**src/rtl/owm_pkg.sv**
```systemverilog
// Shared types, codes and timing defaults for the one-wire bus master.
package owm_pkg;

    localparam int COUNT_WIDTH_DEFAULT = 10;
    localparam int CMD_W               = 3;
    localparam int CFG_COUNT           = 8;
    localparam int CFG_INDEX_W         = $clog2(CFG_COUNT);

    // Command codes
    localparam logic [CMD_W-1:0] CMD_NONE    = 3'd0;
    localparam logic [CMD_W-1:0] CMD_RESET   = 3'd1;
    localparam logic [CMD_W-1:0] CMD_WRITE   = 3'd2;
    localparam logic [CMD_W-1:0] CMD_READ    = 3'd3;
    localparam logic [CMD_W-1:0] CMD_MEASURE = 3'd4;

    // Timing register indexes
    localparam logic [CFG_INDEX_W-1:0] CFG_RESET_LOW      = 3'd0;
    localparam logic [CFG_INDEX_W-1:0] CFG_PRESENCE_WAIT  = 3'd1;
    localparam logic [CFG_INDEX_W-1:0] CFG_RESET_RECOVERY = 3'd2;
    localparam logic [CFG_INDEX_W-1:0] CFG_WRITE_ONE_LOW  = 3'd3;
    localparam logic [CFG_INDEX_W-1:0] CFG_WRITE_ZERO_LOW = 3'd4;
    localparam logic [CFG_INDEX_W-1:0] CFG_SLOT_RELEASE   = 3'd5;
    localparam logic [CFG_INDEX_W-1:0] CFG_READ_LOW       = 3'd6;
    localparam logic [CFG_INDEX_W-1:0] CFG_ZERO_RECOVERY  = 3'd7;

    // Timing defaults, in ticks, wide enough for the largest count width
    localparam logic [15:0] RESET_LOW_DEFAULT      = 16'd480;
    localparam logic [15:0] PRESENCE_WAIT_DEFAULT  = 16'd80;
    localparam logic [15:0] RESET_RECOVERY_DEFAULT = 16'd400;
    localparam logic [15:0] WRITE_ONE_LOW_DEFAULT  = 16'd1;
    localparam logic [15:0] WRITE_ZERO_LOW_DEFAULT = 16'd60;
    localparam logic [15:0] SLOT_RELEASE_DEFAULT   = 16'd60;
    localparam logic [15:0] READ_LOW_DEFAULT       = 16'd2;
    localparam logic [15:0] ZERO_RECOVERY_DEFAULT  = 16'd0;

    localparam logic [CFG_COUNT-1:0][15:0] TIMING_DEFAULTS = {
        ZERO_RECOVERY_DEFAULT, READ_LOW_DEFAULT, SLOT_RELEASE_DEFAULT,
        WRITE_ZERO_LOW_DEFAULT, WRITE_ONE_LOW_DEFAULT, RESET_RECOVERY_DEFAULT,
        PRESENCE_WAIT_DEFAULT, RESET_LOW_DEFAULT
    };

    // Bus command bytes of the measure sequence
    localparam logic [7:0] ROM_SKIP        = 8'hCC;
    localparam logic [7:0] FN_CONVERT      = 8'h44;
    localparam logic [7:0] FN_READ_SCRATCH = 8'hBE;

    // Measure sequence steps
    localparam logic [2:0] SEQ_RESET1    = 3'd0;
    localparam logic [2:0] SEQ_SKIP1     = 3'd1;
    localparam logic [2:0] SEQ_CONVERT   = 3'd2;
    localparam logic [2:0] SEQ_RESET2    = 3'd3;
    localparam logic [2:0] SEQ_SKIP2     = 3'd4;
    localparam logic [2:0] SEQ_SCRATCH   = 3'd5;
    localparam logic [2:0] SEQ_READ_LOW  = 3'd6;
    localparam logic [2:0] SEQ_READ_HIGH = 3'd7;

    typedef enum logic [7:0] {
        PH_IDLE     = 8'b0000_0001,
        PH_RST_LOW  = 8'b0000_0010,
        PH_RST_WAIT = 8'b0000_0100,
        PH_RST_REC  = 8'b0000_1000,
        PH_W_LOW    = 8'b0001_0000,
        PH_W_REL    = 8'b0010_0000,
        PH_R_LOW    = 8'b0100_0000,
        PH_R_REL    = 8'b1000_0000
    } phase_t;

    typedef struct packed {
        phase_t           phase;
        logic [2:0]       bitpos;
        logic [7:0]       shift;
        logic [2:0]       step;
        logic [7:0]       low_temp;
        logic             presence;
        logic [CMD_W-1:0] cmd;
    } owm_state_t;

    typedef struct packed {
        logic        done;
        logic [7:0]  rd_byte;
        logic [15:0] temp;
    } owm_fin_t;

endpackage

```
**src/rtl/owm_step.sv**
```systemverilog
// Command start and one phase transition of the one-wire sequencer.
module owm_step #(
    parameter int COUNT_WIDTH = owm_pkg::COUNT_WIDTH_DEFAULT
) (
    input  owm_pkg::owm_state_t                                st_in,
    input  logic [COUNT_WIDTH-1:0]                             cnt_in,
    input  owm_pkg::owm_fin_t                                  fin_in,
    input  logic [owm_pkg::CMD_W-1:0]                          cmd,
    input  logic [7:0]                                         data,
    input  logic                                               line_lvl,
    input  logic [owm_pkg::CFG_COUNT-1:0][COUNT_WIDTH-1:0]     tim,
    output owm_pkg::owm_state_t                                st_out,
    output logic [COUNT_WIDTH-1:0]                             cnt_out,
    output owm_pkg::owm_fin_t                                  fin_out
);
    import owm_pkg::*;

    owm_state_t             s;
    logic [COUNT_WIDTH-1:0] c;
    owm_fin_t               f;
    logic                   start;
    logic                   end_now;
    logic                   do_write;
    logic [7:0]             wr_val;

    assign start = (st_in.phase == PH_IDLE) &&
                   (cmd == CMD_RESET || cmd == CMD_WRITE ||
                    cmd == CMD_READ || cmd == CMD_MEASURE);

    always_comb
    begin
        s        = st_in;
        c        = cnt_in;
        f        = fin_in;
        end_now  = 1'b0;
        do_write = 1'b0;
        wr_val   = '0;

        // new command, only from idle
        if (start)
        begin
            s.cmd  = cmd;
            s.step = SEQ_RESET1;
            if (cmd == CMD_WRITE)
            begin
                s.shift  = data;
                s.bitpos = '0;
                s.phase  = PH_W_LOW;
                c        = data[0] ? tim[CFG_WRITE_ONE_LOW] : tim[CFG_WRITE_ZERO_LOW];
            end
            else if (cmd == CMD_READ)
            begin
                s.shift  = '0;
                s.bitpos = '0;
                s.phase  = PH_R_LOW;
                c        = tim[CFG_READ_LOW];
            end
            else
            begin
                s.phase = PH_RST_LOW;
                c       = tim[CFG_RESET_LOW];
            end
        end

        // phase whose time is used up moves on
        if (s.phase != PH_IDLE && c == '0)
        begin
            unique case (s.phase)
                PH_RST_LOW:
                begin
                    s.phase = PH_RST_WAIT;
                    c       = tim[CFG_PRESENCE_WAIT];
                end
                PH_RST_WAIT:
                begin
                    s.presence = ~line_lvl;
                    s.phase    = PH_RST_REC;
                    c          = tim[CFG_RESET_RECOVERY];
                end
                PH_RST_REC:
                begin
                    end_now = 1'b1;
                end
                PH_W_LOW:
                begin
                    s.phase = PH_W_REL;
                    c = s.shift[0] ? tim[CFG_SLOT_RELEASE] : tim[CFG_ZERO_RECOVERY];
                end
                PH_W_REL:
                begin
                    s.shift = {1'b0, s.shift[7:1]};
                    if (s.bitpos == 3'd7)
                    begin
                        end_now = 1'b1;
                    end
                    else
                    begin
                        s.bitpos = s.bitpos + 3'd1;
                        s.phase  = PH_W_LOW;
                        c = s.shift[0] ? tim[CFG_WRITE_ONE_LOW] : tim[CFG_WRITE_ZERO_LOW];
                    end
                end
                PH_R_LOW:
                begin
                    s.shift = {line_lvl, s.shift[7:1]};
                    s.phase = PH_R_REL;
                    c       = tim[CFG_SLOT_RELEASE];
                end
                PH_R_REL:
                begin
                    if (s.bitpos == 3'd7)
                    begin
                        end_now = 1'b1;
                    end
                    else
                    begin
                        s.bitpos = s.bitpos + 3'd1;
                        s.phase  = PH_R_LOW;
                        c        = tim[CFG_READ_LOW];
                    end
                end
                default:
                begin
                    s.phase = PH_IDLE;
                    c       = '0;
                end
            endcase
        end

        // end of a command step: finish or start the next measure step
        if (end_now)
        begin
            if (s.cmd != CMD_MEASURE)
            begin
                s.phase   = PH_IDLE;
                c         = '0;
                f.done    = 1'b1;
                f.rd_byte = (s.cmd == CMD_READ) ? s.shift : 8'd0;
                f.temp    = '0;
            end
            else if ((s.step == SEQ_RESET1 || s.step == SEQ_RESET2) && !s.presence)
            begin
                s.phase   = PH_IDLE;
                c         = '0;
                f.done    = 1'b1;
                f.rd_byte = '0;
                f.temp    = '0;
            end
            else if (s.step == SEQ_READ_HIGH)
            begin
                s.phase   = PH_IDLE;
                c         = '0;
                f.done    = 1'b1;
                f.rd_byte = '0;
                f.temp    = {s.shift, s.low_temp};
            end
            else
            begin
                if (s.step == SEQ_READ_LOW)
                begin
                    s.low_temp = s.shift;
                end
                s.step = s.step + 3'd1;
                unique case (s.step)
                    SEQ_RESET1, SEQ_RESET2:
                    begin
                        s.phase = PH_RST_LOW;
                        c       = tim[CFG_RESET_LOW];
                    end
                    SEQ_SKIP1, SEQ_SKIP2:
                    begin
                        do_write = 1'b1;
                        wr_val   = ROM_SKIP;
                    end
                    SEQ_CONVERT:
                    begin
                        do_write = 1'b1;
                        wr_val   = FN_CONVERT;
                    end
                    SEQ_SCRATCH:
                    begin
                        do_write = 1'b1;
                        wr_val   = FN_READ_SCRATCH;
                    end
                    SEQ_READ_LOW, SEQ_READ_HIGH:
                    begin
                        s.shift  = '0;
                        s.bitpos = '0;
                        s.phase  = PH_R_LOW;
                        c        = tim[CFG_READ_LOW];
                    end
                endcase
                if (do_write)
                begin
                    s.shift  = wr_val;
                    s.bitpos = '0;
                    s.phase  = PH_W_LOW;
                    c = wr_val[0] ? tim[CFG_WRITE_ONE_LOW] : tim[CFG_WRITE_ZERO_LOW];
                end
            end
        end
    end

    assign st_out  = s;
    assign cnt_out = c;
    assign fin_out = f;

endmodule

```
**src/rtl/one_wire_master_temperature_reader.sv**
```systemverilog
// A tick transfer lands in the input register; its result is then registered in the result register.
// Throughput: one tick per cycle while a tick makes at most two phase transitions and the
// result channel does not stall; a tick with more holds the input until all of them are done.
// The two chained sequencer steps per cycle set that figure.
// Reset (rst_n low, asynchronous): timing registers take their defaults, the sequencer
// goes idle with all state cleared, and both channels are empty.
module one_wire_master_temperature_reader #(
    parameter int COUNT_WIDTH = owm_pkg::COUNT_WIDTH_DEFAULT
) (
    input  logic                                clk,
    input  logic                                rst_n,
    // timing register writes
    input  logic                                cfg_we,
    input  logic [owm_pkg::CFG_INDEX_W-1:0]     cfg_index,
    input  logic [COUNT_WIDTH-1:0]              cfg_data,
    // tick channel
    input  logic                                item_valid,
    output logic                                item_ready,
    input  logic [owm_pkg::CMD_W-1:0]           command,
    input  logic [7:0]                          data_byte,
    input  logic                                line_level,
    // result channel
    output logic                                result_valid,
    input  logic                                result_ready,
    output logic                                drive_low,
    output logic                                busy_res,
    output logic                                done_res,
    output logic                                presence_ok,
    output logic [7:0]                          read_byte,
    output logic signed [15:0]                  temperature
);
    import owm_pkg::*;

    // Timing registers
    logic [CFG_COUNT-1:0][COUNT_WIDTH-1:0] tim_reg;

    // Sequencer state
    owm_state_t             st_reg;
    logic [COUNT_WIDTH-1:0] cnt_reg;

    // Input register: the tick being worked on. started_reg marks that its
    // command has already been applied; fin_reg keeps a completion seen in
    // an earlier cycle of the same tick.
    logic               itm_valid_reg;
    logic [CMD_W-1:0]   itm_cmd_reg;
    logic [7:0]         itm_data_reg;
    logic               itm_line_reg;
    logic               started_reg;
    owm_fin_t           fin_reg;

    // Result register
    logic               result_valid_reg;
    logic               drive_reg;
    logic               busy_reg;
    logic               done_reg;
    logic               presence_reg;
    logic [7:0]         byte_reg;
    logic [15:0]        temp_reg;

    // Two chained sequencer steps
    owm_state_t             st_a;
    owm_state_t             st_b;
    logic [COUNT_WIDTH-1:0] cnt_a;
    logic [COUNT_WIDTH-1:0] cnt_b;
    owm_fin_t               fin_a;
    owm_fin_t               fin_b;
    owm_fin_t               fin_start;
    logic [CMD_W-1:0]       cmd_a;

    logic out_free;
    logic run;
    logic settled;
    logic take;

    // command only applied on the first cycle of a tick
    assign cmd_a     = started_reg ? CMD_NONE : itm_cmd_reg;
    assign fin_start = started_reg ? fin_reg : owm_fin_t'('0);

    owm_step #(.COUNT_WIDTH(COUNT_WIDTH)) u_step_a (
        .st_in    (st_reg),
        .cnt_in   (cnt_reg),
        .fin_in   (fin_start),
        .cmd      (cmd_a),
        .data     (itm_data_reg),
        .line_lvl (itm_line_reg),
        .tim      (tim_reg),
        .st_out   (st_a),
        .cnt_out  (cnt_a),
        .fin_out  (fin_a)
    );

    owm_step #(.COUNT_WIDTH(COUNT_WIDTH)) u_step_b (
        .st_in    (st_a),
        .cnt_in   (cnt_a),
        .fin_in   (fin_a),
        .cmd      (CMD_NONE),
        .data     (itm_data_reg),
        .line_lvl (itm_line_reg),
        .tim      (tim_reg),
        .st_out   (st_b),
        .cnt_out  (cnt_b),
        .fin_out  (fin_b)
    );

    // Work only when the result register can take the outcome; a stall
    // freezes the sequencer so nothing is committed twice.
    assign out_free   = !result_valid_reg || result_ready;
    assign run        = itm_valid_reg && out_free;
    // tick is settled when the sequencer is idle or has time left to count
    assign settled    = (st_b.phase == PH_IDLE) || (cnt_b != '0);
    assign item_ready = !itm_valid_reg || (run && settled);
    assign take       = item_valid && item_ready;

    // Timing registers
    always_ff @(posedge clk or negedge rst_n)
    begin
        if (!rst_n)
        begin
            for (int i = 0; i < CFG_COUNT; i++)
            begin
                tim_reg[i] <= TIMING_DEFAULTS[i][COUNT_WIDTH-1:0];
            end
        end
        else if (cfg_we)
        begin
            tim_reg[cfg_index] <= cfg_data;
        end
    end

    // Sequencer and channel control
    always_ff @(posedge clk or negedge rst_n)
    begin
        if (!rst_n)
        begin
            st_reg.phase     <= PH_IDLE;
            st_reg.bitpos    <= '0;
            st_reg.shift     <= '0;
            st_reg.step      <= '0;
            st_reg.low_temp  <= '0;
            st_reg.presence  <= 1'b0;
            st_reg.cmd       <= CMD_NONE;
            cnt_reg          <= '0;
            itm_valid_reg    <= 1'b0;
            started_reg      <= 1'b0;
            result_valid_reg <= 1'b0;
        end
        else
        begin
            if (run)
            begin
                st_reg <= st_b;
                // the tick spends one count of the phase it ends in
                if (settled && st_b.phase != PH_IDLE)
                begin
                    cnt_reg <= cnt_b - {{(COUNT_WIDTH-1){1'b0}}, 1'b1};
                end
                else
                begin
                    cnt_reg <= cnt_b;
                end
                // a new tick only enters after a settled one, so this clears it too
                started_reg <= !settled;
            end

            if (take)
            begin
                itm_valid_reg <= 1'b1;
            end
            else if (run && settled)
            begin
                itm_valid_reg <= 1'b0;
            end

            if (run && settled)
            begin
                result_valid_reg <= 1'b1;
            end
            else if (result_ready)
            begin
                result_valid_reg <= 1'b0;
            end
        end
    end

    // Payload registers
    always_ff @(posedge clk)
    begin
        if (take)
        begin
            itm_cmd_reg  <= command;
            itm_data_reg <= data_byte;
            itm_line_reg <= line_level;
        end
        if (run && !settled)
        begin
            fin_reg <= fin_b;
        end
        if (run && settled)
        begin
            drive_reg    <= (st_b.phase == PH_RST_LOW) || (st_b.phase == PH_W_LOW) ||
                            (st_b.phase == PH_R_LOW);
            busy_reg     <= (st_b.phase != PH_IDLE);
            done_reg     <= fin_b.done;
            presence_reg <= fin_b.done & st_b.presence;
            byte_reg     <= fin_b.done ? fin_b.rd_byte : 8'd0;
            temp_reg     <= fin_b.done ? fin_b.temp : 16'd0;
        end
    end

    assign result_valid = result_valid_reg;
    assign drive_low    = drive_reg;
    assign busy_res     = busy_reg;
    assign done_res     = done_reg;
    assign presence_ok  = presence_reg;
    assign read_byte    = byte_reg;
    assign temperature  = signed'(temp_reg);

`ifndef NO_ASSERTIONS
    // a completion tick never drives the bus or reports busy
    a_done_quiet: assert property (@(posedge clk) disable iff (!rst_n)
        (result_valid && done_res) |-> (!busy_res && !drive_low))
        else $error("done result with bus drive or busy");

    // status fields stay zero off a completion tick
    a_status_clear: assert property (@(posedge clk) disable iff (!rst_n)
        (result_valid && !done_res) |->
            (!presence_ok && read_byte == 8'd0 && temperature == 16'sd0))
        else $error("status fields set without done");

    // a partly processed tick still holds its input
    a_started_held: assert property (@(posedge clk) disable iff (!rst_n)
        started_reg |-> itm_valid_reg)
        else $error("started flag without a tick in the input register");

    // idle sequencer keeps no pending time
    a_idle_count: assert property (@(posedge clk) disable iff (!rst_n)
        (st_reg.phase == PH_IDLE) |-> (cnt_reg == '0))
        else $error("idle sequencer with nonzero count");
`endif

endmodule

```
**config.mk**
```make
export PLATFORM = sky130hd
export DESIGN_NAME = one_wire_master_temperature_reader
export DESIGN_NICKNAME = d
export VERILOG_FILES = /design/src/rtl/owm_pkg.sv /design/src/rtl/owm_step.sv /design/src/rtl/one_wire_master_temperature_reader.sv
export SDC_FILE = /design/constraint.sdc
export NUM_CORES = 1
export LEC_CHECK = 0
export BUFFER_PORTS_ARGS = -buffer_cell sky130_fd_sc_hd__buf_2
export CAP_MARGIN = 20
export CORE_MARGIN = 3
export CORE_UTILIZATION = 60
export CTS_BUF_LIST = sky130_fd_sc_hd__clkbuf_8
export DETAILED_ROUTE_END_ITERATION = 8
export PLACE_DENSITY = 0.76
export SYNTH_ARGS = -nofsm -noshare
export SYNTH_HDL_FRONTEND = slang
export SYNTH_SLANG_ARGS = --single-unit
```
**constraint.sdc**
```tcl
create_clock -name clk -period 20.4 [get_ports clk]
set_clock_uncertainty 0.2 [all_clocks]
set_input_delay 1.02 -clock clk [delete_from_list [all_inputs] [get_ports clk]]
set_output_delay 1.02 -clock clk [all_outputs]
set_load 0.02 [all_outputs]
```
==> flow_summary.ini, run 1 <==
[layout]
layout.nets = 1551
final_cell_mix = nand2_1, nor2_1, mux2_2, dfrtp_1, o21ai_0
antenna_cells = 0
largest_register_ffs = 80
area_delta_synth_final_pct = 6.44
final_util = 0.660
drive_gt1_frac = 0.202
mostFrequentLayoutCell = nand2_1

[timing]
grt_setup_unrepaired = false
hold_viol = 0
finalSetupViolations = 0
post-route-min-period_ns = 9.80
tightest_slew_ns = 1.12
drv_slew = 0
fin_crit_sh = 0.480
fmax_mhz = 102
tns_ns = 0
slew_headroom = 0.251

[logic_synthesis]
synth-seq-area-share = 0.375
synth.area.top_cells = dfrtp_1, edfxtp_1, mux2_2
synth_top_cell_area_share = 0.195
syn_nets = 1537
synth-edff-count = 65
yosys.area.top_type = dfrtp_1
synth-seq-cells = 192
yosys_warnings = 0
async_reset_ff_frac = 0.661
synth-main-ff-cell = dfrtp_1
syn_area_um2 = 13700
netlist_instances = 1485
synth_cell_type_count = 106
avgSynthCellArea_um2 = 9.26

[critical_path]
crit_type = reg -> out
worstRegToRegCells = 28
crit_family = compound AO/OA/AOI/OAI gates
critPathLaunchType = flip-flop
cp_slowest_stage_delay_ns = 0.68
r2r-end = cnt_reg[6]
worstPathRequired_ns = 19.18
end_kind = primary output
crit_path_frequent_cell = ha_1
cp_max_fo = 34
r2r-start = st_reg[26]
cpMaxStageDelayCell = dfstp_2
crit_arrival_ns = 8.58
ff2ff_setup_slack_ns = 11.60
crit_buf_inv = 4

[floorplanning]
fp.coreArea_um2 = 22200
rows = 54
num_io_pins = 60
dieHeight_um = 157
fp.dieW_um = 157
die_area_um2 = 24800
start_util = 0.620

[clock_tree]
cts_setup_buffers = 0
cts_tree = yes
ctsHoldBuffers = 0
path_clk_slew_ns = 0.12
cts_root_buf = clkbuf_8
cts_resized = 0
h-tree-depth = 4
cts.path.max_buffers = 2
cts_buffers = 17
worstSkewPairLatency_ns = 0.50
numClockSinks = 192

[place]
gp_congestion = 1.12
hpwl_mm = 39.4
io_buffers = 59

[hold_path]
hold_end = st_reg[15]
min_from = st_reg[15]
hold_path.class = reg -> reg
whs_path_depth = 2

[power]
switching_share = 0.513
p_int_mw = 0.964
p_leak_nw = 5.69
vdd_drop_max_mv = 0.118
power_switching_mw = 1.02
p_seq_frac = 0.330
combPwrFrac = 0.539
clkPwrFrac = 0.131
p_per_area_nw_per_um2 = 135

[grt]
grt.total_usage = 0.420
overflow = 0
antenna_found_initial = 1
grt_max_degree = 82
grt_pass1_vias = 12220
grt_pass1_wl_mm = 77.9

[drt]
first_pass_iters = 7
drc_errors = 0
drt-wirelength-per-cell_um = 29.3
viasPerCell = 7.59
vias = 13599
drtAntennaViolNets = 0
drt_wl_total_mm = 52.5
drt_iter0_markers = 2362

[job]
drv_cap = 0

[run_status]
status = finished, final reports clean
[Yosys cell counts (all sizes together), types with 5 or more instances]
cell / count
nand2: 140
o31ai: 17
dfrtp: 107
nor2: 128
nor2b: 13
a221oi: 9
and3: 19
dfstp: 20
a22oi: 52
clkbuf: 59
a31oi: 38
nand4b: 5
a32o: 5
or4: 7
and4: 12
mux2i: 50
a221o: 8
o22a: 7
nand3: 41
a22o: 14
a21o: 6
ha: 22
buf: 38
nor3b: 5
a2111oi: 10
nand2b: 14
o21a: 10
a32oi: 9
a21oi: 65
o22ai: 25
edfxtp: 65
nor3: 40
o31a: 5
inv: 21
nor4: 21
nand4: 18
o211ai: 17
o2bb2ai: 6
and2: 42
mux2: 110
a211oi: 19
or3: 13
o21ai: 86
or2: 9
[kinds of logic after synthesis]
logic type | synth area share
muxes | 0.127
buffers and inverters | 0.0369
and+or+nand+nor | 0.203
adders and majority gates | 0.0200
AOI/OAI and AO/OA | 0.235
xor gates and xnor gates | 0.00319
DFF | 0.375
[layout make-up]
class	count	area (um2)
Inverter	21	78.8
Fill cell	1849	7530
Tap cell	280	350
Multi-Input combinational cell	1175	8110
Clock inverter	15	146
Clock buffer	17	234
Timing Repair Buffer	92	556
Sequential cell	192	5150
[power by group through the flow]
| stage | combinational [mW] | clock, mW | sequential, mW |
|---|---|---|---|
| floorplan | 0.695 | 0 | 0.614 |
| global placement | 0.999 | 0 | 0.648 |
| detailed placement | 1.00 | 0 | 0.651 |
| CTS | 1.01 | 0.260 | 0.644 |
| global route | 1.12 | 0.273 | 0.659 |
| finish | 1.07 | 0.259 | 0.654 |
[per-stage QoR]
stage	cell area (um2)	instances	hold WS, ns	power, mW	worst slack, ns
3_3_place_gp	14200	1756	0.270	1.65	11.79
6_report	14600	1792	0.309	1.98	10.60
2_1_floorplan	13700	1485	0.242	1.31	11.87
4_1_cts	14600	1788	0.310	1.91	10.88
5_1_grt	14600	1792	0.346	2.05	10.14
3_5_place_dp	14200	1756	0.282	1.66	11.46
[tightest hold or removal path, stage by stage, from the launching register on]
cell and delay (ns):
dfrtp_1 0.36, nand2_1 0.05, o21ai_0 0.07
[per-layer routing]
layer  routed length, um  vias to the layer above  part of all wire  global-route usage
met4                1780                        2             0.034               0.108
met5                  13                        -           0.00025                   0
met1               21500                     6521              0.41               0.619
met2               21300                     1156              0.41               0.593
met3                7920                      200              0.15               0.145
li1                    -                     5720                 -                   -
[worst max-delay path by stage]
stage                     from         end  slack, ns  cells after the start
floorplan           st_reg[27]  fin_reg[0]      11.87                     31
global placement    st_reg[26]  item_ready      11.79                     27
detailed placement  st_reg[30]  item_ready      11.46                     27
CTS                 st_reg[31]  item_ready      10.88                     27
global route        st_reg[31]  item_ready      10.14                     27
finish              st_reg[26]  item_ready      10.60                     27
Note: power is estimated with default switching activity, not from simulation.
==> run 2, diff against run 1 <==
CORE_UTILIZATION = 59   (was 60)
PLACE_DENSITY = 0.78   (was 0.76)
clock period = 8.6 ns   (was 20.4 ns; I/O delays follow)
==> flow_summary.ini, run 2 (synthesized netlist as in run 1, its figures left out) <==
[grt]
grt.total_usage = 0.432
overflow = 0
grt_pass1_wl_mm = 81.1
antenna_found_initial = 1
grt_max_degree = 73
grt_pass1_vias = 12967

[layout]
antenna_cells = 0
drive_gt1_frac = 0.225
area_delta_synth_final_pct = 10.6
final_util = 0.667
fin_area_um2 = 15200
layout.nets = 1610
stdcell_count = 1884
mostFrequentLayoutCell = nand2_1
final_cell_mix = nand2_1, nor2_1, mux2_2, dfrtp_1
largest_register_ffs = 80

[hold_path]
hold_path.class = in -> reg
min_from = result_ready
hold_end = result_valid
whs_path_depth = 3

[timing]
tns_ns = 0
fmax_mhz = 122
tightest_slew_ns = 1.05
hold_slack_ns = 0.0436
finalSetupViolations = 0
post-route-min-period_ns = 8.23
grt_setup_unrepaired = false
drv_slew = 0
slew_headroom = 0.295
hold_viol = 0
timing.final.ws_setup_ns = 0.374
fin_crit_sh = 0.957

[drt]
drc_errors = 0
viasPerCell = 7.37
drt_iter0_markers = 2382
vias = 13888
drt-wirelength-per-cell_um = 29.1
first_pass_iters = 7
drtAntennaViolNets = 0
drt_wl_total_mm = 54.8

[critical_path]
crit_type = reg -> out
cp_max_fo = 12
r2r-end = cnt_reg[6]
crit_path_frequent_cell = ha_1
crit_arrival_ns = 7.60
r2r-start = st_reg[26]
worstPathRequired_ns = 7.97
worstRegToRegCells = 26
cpMaxStageDelayCell = dfstp_2
cp_slowest_stage_delay_ns = 0.67
end_kind = primary output
critPathLaunchType = flip-flop
ff2ff_setup_slack_ns = 0.78

[power]
totalPowerFinal_mw = 4.86
power_switching_mw = 2.47
p_leak_nw = 5.98
p_int_mw = 2.39
vdd_drop_max_mv = 0.383
switching_share = 0.508
p_seq_frac = 0.319
clkPwrFrac = 0.134
combPwrFrac = 0.547
p_per_area_nw_per_um2 = 320

[floorplanning]
fp.coreArea_um2 = 22800
start_util = 0.604
rows = 55
fp.dieW_um = 159
dieHeight_um = 159
num_io_pins = 60
die_area_um2 = 25200

[clock_tree]
cts_buffers = 17
cts_tree = yes
numClockSinks = 192
cts_root_buf = clkbuf_8
path_clk_slew_ns = 0.12
worstSkewPairLatency_ns = 0.52
cts.path.max_buffers = 2
h-tree-depth = 4

[place]
io_buffers = 59
post-place-cells = 1831
pre_cts_ws_ns = 0.631
hpwl_mm = 41.2
gp_congestion = 1.13
postPlaceCellArea_um2 = 14600

[job]
drv_cap = 0

[run_status]
status = finished, final reports clean
-- run 2: changes by cell type in the layout (fill, tap and decap cells not counted), sizes merged --
| cell | delta |
|---|---|
| inv | -1 |
| buf | +47 |
| clkbuf | -2 |
| bufinv | +1 |
| dlygate4sd3 | +14 |
-- run 2: critical path: cells and delay by family (launching register included) --
family                   cells  cell delay (ns)
AND/OR/NAND/NOR              9             1.94
multiplexers                 1             0.08
buffers and inverters        6             0.76
AO/OA/AOI/OAI                9             2.45
flip-flops                   1             0.67
adder cells (fa/ha/maj)      4             1.17
-- run 2: power groups by stage --
stage                     combinational [mW]  clock (mW)  sequential, mW
after floorplan                         1.65           0            1.46
after global placement                  2.45           0            1.54
after detailed placement                2.48           0            1.55
after CTS                               2.50       0.649            1.53
after global routing                    2.79       0.684            1.57
final                                   2.66       0.650            1.55
-- run 2: final cells by class --
type,count,area [um2]
inverter,21,78.8
timing repair buffer,151,1030
fill,1844,7580
sequential,192,5150
multi-input combinational,1175,8130
clock inverter,15,178
tap,313,392
clock buffer,17,234
-- run 2: routing by layer --
metal | up-vias | global-route usage | wire (um) | part of all wire
met5 | - | 0 | 0 | 0
met4 | 0 | 0.148 | 2410 | 0.044
met3 | 216 | 0.163 | 8470 | 0.15
met2 | 1203 | 0.607 | 22200 | 0.40
met1 | 6629 | 0.613 | 21700 | 0.40
li1 | 5840 | - | - | -
-- run 2: how the worst max path moves through the flow --
stage / to / slack, ns / from
floorplan: fin_reg[0] / 0.07 / st_reg[27]
detailed placement: itm_data_reg[2] / 0.63 / itm_cmd_reg[0]
global placement: itm_data_reg[7] / 0.76 / itm_cmd_reg[0]
CTS: item_ready / 0.18 / itm_cmd_reg[0]
global route: item_ready / 0.03 / st_reg[32]
finish: item_ready / 0.37 / st_reg[26]
-- run 2: repair_timing --
action,4_1_cts,5_1_grt
setup buffers,0,5
endpoints found under the setup margin,0,1
hold buffers,14,0
resized for setup,0,3
hold endpoints to repair,63,0
